<file path="src/sbtm_queue.sv">
module sbtm_queue #(
  parameter int unsigned WIDTH = 8
) (
  input  logic             clk,
  input  logic             rst,
  input  logic             push_valid,
  output logic             push_ready,
  input  logic [WIDTH-1:0] push_data,
  output logic             pop_valid,
  input  logic             pop_ready,
  output logic [WIDTH-1:0] pop_data
);

  logic             head_v;
  logic             tail_v;
  logic [WIDTH-1:0] head;
  logic [WIDTH-1:0] tail;
  logic             push;
  logic             pop;

  assign push_ready = !tail_v;
  assign pop_valid  = head_v;
  assign pop_data   = head;
  assign push       = push_valid && push_ready;
  assign pop        = head_v && pop_ready;

  always_ff @(posedge clk) begin
    if (rst) begin
      head_v <= 1'b0;
      tail_v <= 1'b0;
    end else if (pop) begin
      if (tail_v) begin
        head   <= tail;
        head_v <= 1'b1;
        tail_v <= push;
        if (push) begin
          tail <= push_data;
        end
      end else begin
        head_v <= push;
        if (push) begin
          head <= push_data;
        end
      end
    end else if (push) begin
      if (head_v) begin
        tail   <= push_data;
        tail_v <= 1'b1;
      end else begin
        head   <= push_data;
        head_v <= 1'b1;
      end
    end
  end

  a_tail_needs_head: assert property (@(posedge clk) disable iff (rst)
    tail_v |-> head_v) else $error("queue tail held without head");

endmodule

</file>
<file path="config.mk">
export PLATFORM = sky130hd
export DESIGN_NAME = sbtm_queue
export DESIGN_NICKNAME = d
export VERILOG_FILES = /design/src/sbtm_queue.sv
export SDC_FILE = /design/constraint.sdc
export NUM_CORES = 1
export LEC_CHECK = 0
export BUFFER_PORTS_ARGS = -buffer_cell sky130_fd_sc_hd__buf_4
export CORE_MARGIN = 4
export CORE_UTILIZATION = 47
export CTS_CLUSTER_DIAMETER = 100
export CTS_CLUSTER_SIZE = 25
export DETAILED_ROUTE_END_ITERATION = 8
export PLACE_DENSITY = 0.75
export SLEW_MARGIN = 5
export SYNTH_ARGS = -nofsm -noshare
export SYNTH_HDL_FRONTEND = slang
export SYNTH_SLANG_ARGS = --single-unit
</file>
<file path="constraint.sdc">
create_clock -name clk -period 2.46 [get_ports clk]
set_input_delay 0.492 -clock clk [delete_from_list [all_inputs] [get_ports clk]]
set_output_delay 0.492 -clock clk [all_outputs]
set_load 0.01 [all_outputs]
</file>
==> impl_metrics.json <==
{
  "drive_gt1_frac": 0.571,
  "drt_wl_total_um": 1080,
  "die_area_sq_um": 2130,
  "worstPathCellList": "inv_1 -> nand2_1 -> nor4b_2 -> buf_4",
  "grt_pass1_wl_um": 1820,
  "synth_top_cell_by_area": "edfxtp_1",
  "wire_per_inst_um": 13.8,
  "grt_overflow": 0,
  "cts.sinks": 18,
  "cts_root_buf": "clkbuf_4",
  "startpoint_type": "register",
  "grt_antenna_before_repair": 0,
  "ys_warn_count": 0,
  "place.gp.congestion": 0.633,
  "clock_skew_ps": 3.35,
  "hold_violations": 0,
  "period_share": 0.626,
  "syn_inst": 37,
  "detail_route.vias_per_cell": 5.10,
  "power_density_nw_per_um2": 602,
  "rsz0062_at_grt": "false",
  "first_pass_iters": 4,
  "cts_tree": "built",
  "drc": 0,
  "synth_area_leaders": "edfxtp_1, mux2_2, dfxtp_1, nand3_4, a21oi_1",
  "worst_slew_pin_slew_ps": 538,
  "required_ps": 2470,
  "fillers": 97,
  "ys_ff_latch": 18,
  "slew_violations": 0,
  "ys_seq_area_frac": 0.762,
  "p_leak_uw": 0.000341,
  "syn-cell-area_sq_um": 683,
  "floorplan.die.width_um": 46.1,
  "slowest_stage": "nor4b_2",
  "synth.avg_cell_area_sq_um": 18.5,
  "fin_nets": 77,
  "synth.distinct_cells": 11,
  "grt_pass1_vias": 395,
  "postLayoutCellArea_sq_um": 903,
  "antenna_cells": 0,
  "post_cts_resize_count": 0,
  "critPathKind": "reg2reg",
  "cp_slowest_stage_delay_ps": 490,
  "relSlewSlack": 0.640,
  "clk_pin_slew_ps": 90,
  "grt_max_degree": 10,
  "fin_util": 0.677,
  "start_util": 0.512,
  "ir_drop_mv": 0.350,
  "dpl_cell_area_sq_um": 881,
  "critPathArrivalTime_ps": 1550,
  "fin_ws_ps": 920,
  "yosysTopAreaCellShare": 0.703,
  "port_buffers": 21,
  "die_y_um": 46.1,
  "cts_hold_buf": 0,
  "outcome": "complete, no violations",
  "vias": 398,
  "synth_nets": 49,
  "core_area_sq_um": 1330,
  "min_path_type": "in2reg",
  "clock_latency_ps": 280,
  "drv_cap": 0,
  "period_needed_ps": 1540,
  "fmax_mhz": 649,
  "post_cts_buffers": 0,
  "endpoint_kind": "register",
  "fin_setup_tns_ps": 0,
  "area_growth_pct": 32.2,
  "ioPinCount": 22,
  "whs_ps": 385,
  "cts_max_level": 1,
  "cts_buffers": 3,
  "crit_fanout": 5,
  "track_usage": 0.129,
  "dp_hpwl_um": 840,
  "rows": 13,
  "dp_slack_ps": 759,
  "clk_path_buf_depth": 2,
  "antenna_left": 0,
  "drtIter0Drc": 11,
  "setup_viol": 0
}
## layout make-up
class                   instances  area (sq um)  area share
clock buffers                   3          22.5      0.0249
inverters                       2          7.51     0.00831
multi-input cells              17           161       0.179
flip-flops and latches         18           520       0.576
well taps                      15          18.8      0.0208
repair buffers                 23           173       0.191
## path summary, 6_finish.rpt
kind                            cells past startpoint    start  slack [ps]           to
worst max-delay path                                4   tail_v         920      tail[2]
worst min-delay path                                2      rst         380    pop_valid
worst max register to register                      4   tail_v         920      tail[2]
worst min register to register                      1  tail[5]         560  pop_data[5]
## worst max-delay path: cells and delay by family, from the launching register on
family | cells | cell delay [ps]
simple gates | 2 | 580
flops | 1 | 370
buf+inv | 2 | 320
## logic make-up (layout without fill, tap and decap cells)
logic type      after synthesis  after routing  share of synthesized area
flops                        18             18                      0.762
buf+inv                       2             28                     0.0110
mux                           8              8                      0.132
compound gates                5              5                     0.0458
simple gates                  4              4                     0.0495
## synth_stat cells
cell type / instances
a221oi_1: 1
a211oi_1: 1
dfxtp_1: 2
nand3_4: 1
mux2_2: 8
o21ai_0: 1
edfxtp_1: 16
nor4b_1: 1
inv_1: 2
a21oi_1: 2
nand2_1: 2
## per-stage QoR
| stage | std cells | power (uW) |
|---|---|---|
| 6_report | 78 | 544 |
| 5_1_grt | 78 | 572 |
| 4_1_cts | 78 | 550 |
| 3_5_place_dp | 75 | 414 |
| 3_3_place_gp | 75 | 413 |
| 2_1_floorplan | 37 | 378 |
## placed cells by master (no fill, tap or decap), types with 2 or more instances in the layout
| cell type | n |
|---|---|
| dfxtp_1 | 2 |
| nand2_1 | 2 |
| a21oi_1 | 2 |
| clkbuf_4 | 3 |
| inv_1 | 2 |
| edfxtp_1 | 16 |
| buf_4 | 23 |
| mux2_2 | 8 |
## layer usage
layer	wire length [um]	track usage
met5	0	0
met2	524	0.195
met3	77	0.0469
met4	22	0.0852
met1	451	0.153
## where the power goes
group          switching [uW]  internal [uW]  total (uW)
Combinational            23.2           31.7        54.9
Sequential               6.19            345         351
Clock                    81.1           56.8         138
Total                     111            433         544
## state kept, by name, summed over array words and instances, names as in the netlist
register   cells
pop_data       8
tail           8
pop_valid      1
tail_v         1
Note: power is estimated with default switching activity, not from simulation.
