--- src/sbtm_pkg.sv ---
package sbtm_pkg;

  localparam int unsigned DEF_BANKS      = 4;
  localparam int unsigned DEF_ELEM_BITS  = 16;
  localparam int unsigned DEF_BANK_DEPTH = 1024;

  localparam int unsigned COORD_W = 12;
  localparam int unsigned DATA_W  = 64;

  typedef enum logic [2:0] {
    OP_RD2D   = 3'd0,
    OP_WR2D   = 3'd1,
    OP_RDONE  = 3'd2,
    OP_WRONE  = 3'd3,
    OP_RDWIDE = 3'd4,
    OP_WRWIDE = 3'd5
  } op_t;

  localparam logic [1:0] REG_RD_BASE   = 2'd0;
  localparam logic [1:0] REG_RD_STRIDE = 2'd1;
  localparam logic [1:0] REG_WR_BASE   = 2'd2;
  localparam logic [1:0] REG_WR_STRIDE = 2'd3;

  typedef struct packed {
    logic rd;
    logic single;
  } ctrl_t;

endpackage

--- src/sbtm_front.sv ---
module sbtm_front #(
  parameter int unsigned BANKS      = sbtm_pkg::DEF_BANKS,
  parameter int unsigned ELEM_BITS  = sbtm_pkg::DEF_ELEM_BITS,
  parameter int unsigned BANK_DEPTH = sbtm_pkg::DEF_BANK_DEPTH,
  localparam int unsigned BW = $clog2(BANKS),
  localparam int unsigned AW = $clog2(BANK_DEPTH),
  localparam int unsigned DW = BANKS * ELEM_BITS
) (
  input  logic                  clk,
  input  logic                  rst,
  input  logic                  in_valid,
  output logic                  in_ready,
  input  logic [2:0]            opcode,
  input  logic [11:0]           col_x,
  input  logic [11:0]           row_y,
  input  logic                  vertical,
  input  logic [11:0]           offset,
  input  logic [63:0]           write_data,
  input  logic                  cfg_valid,
  output logic                  cfg_ready,
  input  logic [1:0]            cfg_index,
  input  logic [11:0]           cfg_data,
  output logic                  cmd_valid,
  input  logic                  cmd_ready,
  output sbtm_pkg::ctrl_t       cmd_ctrl,
  output logic [BW-1:0]         cmd_rot,
  output logic [BANKS*AW-1:0]   cmd_addr,
  output logic [BANKS-1:0]      cmd_we,
  output logic [DW-1:0]         cmd_wdata
);

  localparam int unsigned DN = 26;
  localparam int unsigned SH = DN + BW;
  localparam logic [DN:0] RECIP = (DN+1)'(((64'd1 << SH) + 64'(BANKS) - 64'd1) / 64'(BANKS));
  localparam logic [DN-1:0] MASK = DN'(BANK_DEPTH - 1);
  localparam int unsigned LW = (DW > 64) ? DW : 64;

  typedef enum logic [1:0] {S_IDLE, S_MUL, S_DIV, S_PUSH} state_t;

  function automatic logic [DN-1:0] div_b(input logic [DN-1:0] v);
    logic [2*DN:0] p;
    p = (2*DN+1)'(v) * (2*DN+1)'(RECIP);
    return p[SH+DN-1:SH];
  endfunction

  state_t            state;
  sbtm_pkg::op_t     op;
  logic [11:0]       x;
  logic [11:0]       y;
  logic              vert;
  logic [11:0]       off;
  logic [DW-1:0]     lanes;
  logic [11:0]       base;
  logic [11:0]       stride;
  logic [11:0]       read_base;
  logic [11:0]       read_stride;
  logic [11:0]       write_base;
  logic [11:0]       write_stride;
  logic [DN-1:0]     prod [BANKS];
  logic [DN-1:0]     lq   [BANKS];
  logic [12:0]       xy;
  logic [12:0]       ad;
  logic [DN-1:0]     xyq;
  logic [DN-1:0]     adq;
  logic [DN-1:0]     bq;

  logic [LW-1:0]     wide_in;
  logic              is_rd;
  logic              is_2d;
  logic              is_one;
  logic [12:0]       xy_rem;
  logic [12:0]       ad_rem;
  logic [BW-1:0]     rot;
  logic [DN-1:0]     one_word;
  logic [BANKS*AW-1:0] words;
  logic [2*BANKS*AW-1:0] words_sh;
  logic [2*DW-1:0]   data_sh;

  assign in_ready  = (state == S_IDLE);
  assign cfg_ready = 1'b1;
  assign wide_in   = LW'(write_data);

  always_comb begin
    is_rd  = (op == sbtm_pkg::OP_RD2D) || (op == sbtm_pkg::OP_RDONE)
          || (op == sbtm_pkg::OP_RDWIDE);
    is_2d  = (op == sbtm_pkg::OP_RD2D) || (op == sbtm_pkg::OP_WR2D);
    is_one = (op == sbtm_pkg::OP_RDONE) || (op == sbtm_pkg::OP_WRONE);
    xy_rem = xy - xyq[12:0] * 13'(BANKS);
    ad_rem = ad - adq[12:0] * 13'(BANKS);
    if (is_2d) begin
      rot = xy_rem[BW-1:0];
    end else if (is_one) begin
      rot = ad_rem[BW-1:0];
    end else begin
      rot = '0;
    end
    one_word = adq & MASK;
    for (int i = 0; i < BANKS; i++) begin
      if (is_2d) begin
        words[i*AW +: AW] = AW'((bq + lq[i]) & MASK);
      end else begin
        words[i*AW +: AW] = one_word[AW-1:0];
      end
    end
    words_sh = {words, words} << (int'(rot) * AW);
    data_sh  = {lanes, lanes} << (int'(rot) * ELEM_BITS);
    for (int k = 0; k < BANKS; k++) begin
      cmd_we[k] = !is_rd && (!is_one || (BW'(k) == rot));
    end
  end

  assign cmd_valid       = (state == S_PUSH);
  assign cmd_ctrl.rd     = is_rd;
  assign cmd_ctrl.single = is_one;
  assign cmd_rot         = rot;
  assign cmd_addr        = words_sh[2*BANKS*AW-1:BANKS*AW];
  assign cmd_wdata       = data_sh[2*DW-1:DW];

  always_ff @(posedge clk) begin
    if (rst) begin
      state        <= S_IDLE;
      read_base    <= '0;
      read_stride  <= '0;
      write_base   <= '0;
      write_stride <= '0;
    end else begin
      if (cfg_valid) begin
        unique case (cfg_index)
          sbtm_pkg::REG_RD_BASE:   read_base    <= cfg_data;
          sbtm_pkg::REG_RD_STRIDE: read_stride  <= cfg_data;
          sbtm_pkg::REG_WR_BASE:   write_base   <= cfg_data;
          sbtm_pkg::REG_WR_STRIDE: write_stride <= cfg_data;
          default: ;
        endcase
      end
      unique case (state)
        S_IDLE: begin
          if (in_valid && opcode <= sbtm_pkg::OP_WRWIDE) begin
            state  <= S_MUL;
            op     <= sbtm_pkg::op_t'(opcode);
            x      <= col_x;
            y      <= row_y;
            vert   <= vertical;
            off    <= offset;
            lanes  <= wide_in[DW-1:0];
            base   <= opcode[0] ? write_base : read_base;
            stride <= opcode[0] ? write_stride : read_stride;
          end
        end
        S_MUL: begin
          for (int i = 0; i < BANKS; i++) begin
            prod[i] <= (vert ? (13'(y) + 13'(i)) : 13'(y)) * DN'(stride) + DN'(x);
          end
          xy    <= 13'(x) + 13'(y);
          ad    <= 13'(base) + 13'(off);
          state <= S_DIV;
        end
        S_DIV: begin
          for (int i = 0; i < BANKS; i++) begin
            lq[i] <= div_b(prod[i]);
          end
          xyq   <= div_b(DN'(xy));
          adq   <= div_b(DN'(ad));
          bq    <= div_b(DN'(base));
          state <= S_PUSH;
        end
        S_PUSH: begin
          if (cmd_ready) begin
            state <= S_IDLE;
          end
        end
        default: state <= S_IDLE;
      endcase
    end
  end

endmodule

--- config.mk ---
export PLATFORM = sky130hd
export DESIGN_NAME = sbtm_front
export DESIGN_NICKNAME = d
export VERILOG_FILES = /design/src/sbtm_pkg.sv /design/src/sbtm_front.sv
export SDC_FILE = /design/constraint.sdc
export NUM_CORES = 1
export LEC_CHECK = 0
export BUFFER_PORTS_ARGS = -buffer_cell sky130_fd_sc_hd__clkbuf_2
export CAP_MARGIN = 25
export CORE_MARGIN = 1.5
export CORE_UTILIZATION = 52
export CTS_BUF_LIST = sky130_fd_sc_hd__clkbuf_4 sky130_fd_sc_hd__clkbuf_8
export CTS_CLUSTER_SIZE = 28
export DETAILED_ROUTE_END_ITERATION = 10
export PLACE_DENSITY = 0.81
export SETUP_SLACK_MARGIN = 0.15
export SYNTH_ARGS = -nofsm -noshare
export SYNTH_HDL_FRONTEND = slang
export SYNTH_SLANG_ARGS = --single-unit
--- constraint.sdc ---
create_clock -name clk -period 13.5 [get_ports clk]
set_input_delay 4.05 -clock clk [delete_from_list [all_inputs] [get_ports clk]]
set_output_delay 4.05 -clock clk [all_outputs]
set_load 0.02 [all_outputs]
==> results.md <==
- RR Startpoint: off[0]
- Fin. Hold Viols: 0
- Leak: 3.69 nW
- Vias in the first global route: 4520
- Fraction of the mapped netlist area in simple logic gates: 4.11%
- Post-synthesis mux area share: 24.2%
- Initial antenna violation count: 0
- Worst setup endpoint: cmd_wdata[58]
- Part of the cycle the worst path needs: 51.4%
- Largest net degree at the start of global routing: 96
- Fraction of layout cells with a size suffix above 1: 39.5%
- First-pass DRT Iterations: 4
- Worst-path clk slew: 0.08 ns
- TritonCTS Sinks: 145
- Status: finished, final reports clean
- CTS Buffer Depth: 2
- Starting Density: 53.3%
- CTS root buffer: clkbuf_8
- DPL Wire Length: 10.7 mm
- Hold path depth: 0
- Number of synthesized flops with an enable pin: 119
- Setup crit start: op[1]
- Commonest cells in the netlist: 157 x mux2i_1, 119 x edfxtp_1, 34 x buf_4
- Cell variety after synth: 42
- Yosys top cell area share: 50.6%
- Post-route setup TNS: 0 ns
- Worst hold path startpoint: ad[11]
- Post-synthesis adder-cell area fraction: 3.12%
- Max Slew Vio Count: 0
- Hold_buf cts: 0
- Total GRT Usage: 20.1%
- Pwr Total: 1.26 mW
- Power per cell area: 150 nW/um^2
- Core area: 13200 um^2
- Post-route ant nets: 0
- Final WS setup: 6.57 ns
- Slew headroom: 29.6%
- CTS tree: done
- Multi-input gate area: 2550 um^2
- Global-route wire length before repair: 22.1 mm
- Synth Area in Compound Gates: 3.10%
- Synth area leaders: edfxtp_1 51%, mux2i_1 22%, dfxtp_1 7.4%, buf_4 3.6%, ha_1 2.8%
- Register bit total from synthesis: 145
- N_diodes: 0
- Mapped Avg Cell Area: 13.9 um^2
- Synth warn: 0
- Initial DRC count: 214
- Port bufs: 215
- Crit path capture type: output pin
- Flop2flop setup slack: 11.44 ns
- Final wirelength: 14.1 mm
- WP data arrival: 2.88 ns
- Number of remaining DRC errors: 0
- Required @ worst endpoint: 9.45 ns
- Cts bufs inserted: 17
- Mapped Cells: 507
- Sequential area share after synthesis: 58.0%
- Fin crit period: 6.93 ns
- Max Freq: 0.144 GHz
- Max Cap Viol: 0
- Worst clock skew: 0.00700 ns
- Row count: 42
- CTS resizes: 0
- WS Path Type: flop to output pin
- Hold crit path type: flop to flop
- Max FO, Critical Path: 36
- Fill cells: 1023
- Mapped cell area: 7060 um^2
- Final setup viols: 0
- Post-Syn Nets: 647
- Cell with the most instances after synthesis: mux2i_1
- Main synth FF type: edfxtp_1
- Vias per Instance: 5.15
- Peak VDD IR: 0.000132 V
- Area leader, netlist: edfxtp_1
- Area delta synth->final: 19.3%
- Post-CTS setup buffers: 0
- FF+latch area: 4090 um^2
- Chip height: 120 um
- I/O pins: 238
- Slew @ Worst Pin: 1.06 ns
- DR WL/cell: 16.2 um
- Worst-case reg-to-reg path depth: 8
- Post-synth ARST share: 0%
- Pre-CTS setup slack: 6.99 ns
- RSZ-0062 raised after global routing: false
- Later-pin clock latency in the skew report: 0.44 ns
- Total gr overflow: 0
- Xor-xnor portion of the synthesized cell area: 1.36%
- Total die area: 14300 um^2
- Layout net count: 823
- Die Width: 120 um
- Final GP Congestion: 0.800
- Reg2Reg Capture Point: ad[10]
- Largest family of logic cells by synthesized area: multiplexers
- H-tree level count: 4
- Startpoint Class: flop
- Routed vias: 4489
==> worst max-delay path, stage by stage, from the launching register on <==
cell and delay (ns):
edfxtp_1 0.44, mux2i_1 0.35, nor2_4 0.04, buf_4 0.32, inv_2 0.76, mux2i_1 0.29, clkbuf_2 0.22
==> layout by cell type, fill, tap and decap left out, drive strengths merged, types with 2 or more instances in the layout <==
cell type / count
nand2: 9
edfxtp: 119
o211ai: 2
dfxtp: 26
nor3: 6
clkbuf: 234
nor2b: 4
inv: 14
a21oi: 12
nand3b: 2
nor3b: 2
ha: 16
buf: 6
xor2: 4
a21o: 4
mux2i: 157
nor2: 34
a31oi: 3
mux2: 12
xnor2: 7
o21ai: 3
clkinv: 6
==> how the worst min path moves through the flow <==
stage                     slack [ns]  endpoint
final                           0.42    adq[9]
after global routing            0.43    adq[9]
after CTS                       0.42    adq[9]
after detailed placement        0.41    adq[9]
after global placement          0.40    adq[7]
after floorplan                 0.40    adq[0]
==> layout make-up <==
type                       count  area share [%]
sequential                   145            48.6
timing repair buffer         221            13.6
clock buffer                  19            3.10
inverter                       8           0.356
multi-input combinational    290            30.3
clock inverter                13            1.47
tap                          176            2.61
==> cell families after synthesis <==
logic type / after synthesis
muxes: 169
DFF: 145
adders and majority gates: 17
other: 1
AOI/OAI and AO/OA: 30
and+or+nand+nor: 62
xor gates and xnor gates: 11
buffers and inverters: 72
==> per-layer routing <==
| layer | track usage (%) | vias to the layer above | part of all wire [%] |
|---|---|---|---|
| met3 | 5.37 | 29 | 5.5 |
| met2 | 36.2 | 134 | 52 |
| met4 | 8.78 | 0 | 2.6 |
| li1 | - | 2188 | - |
| met1 | 22.1 | 2138 | 40 |
| met5 | 0 | - | 0 |
==> state kept, by name (all words and copies together) (netlist names) <==
signal / flops
ad: 12
adq: 10
base: 12
lanes: 64
off: 12
op: 3
read_base: 12
state: 2
write_base: 12
x: 2
xy: 2
y: 2
==> stage by stage <==
| step | hold slack [ns] | utilization [%] | cells | cell area [um^2] |
|---|---|---|---|---|
| after global placement | 0.401 | 60.4 | 838 | 8000 |
| after global routing | 0.432 | 63.6 | 872 | 8430 |
| after detailed placement | 0.406 | 60.5 | 839 | 8010 |
| after CTS | 0.425 | 63.4 | 871 | 8400 |
| final | 0.422 | 63.6 | 872 | 8430 |
| after floorplan | 0.400 | - | 507 | 7060 |
==> report_power, final <==
part           internal, mW  switching [mW]  total, mW  leakage, nW
sequential            0.546          0.0223      0.569         1.31
clock                 0.158           0.164      0.322        0.202
combinational         0.139           0.235      0.374         2.18
total                 0.844           0.421       1.26         3.69
(Power assumes the default switching activity.)
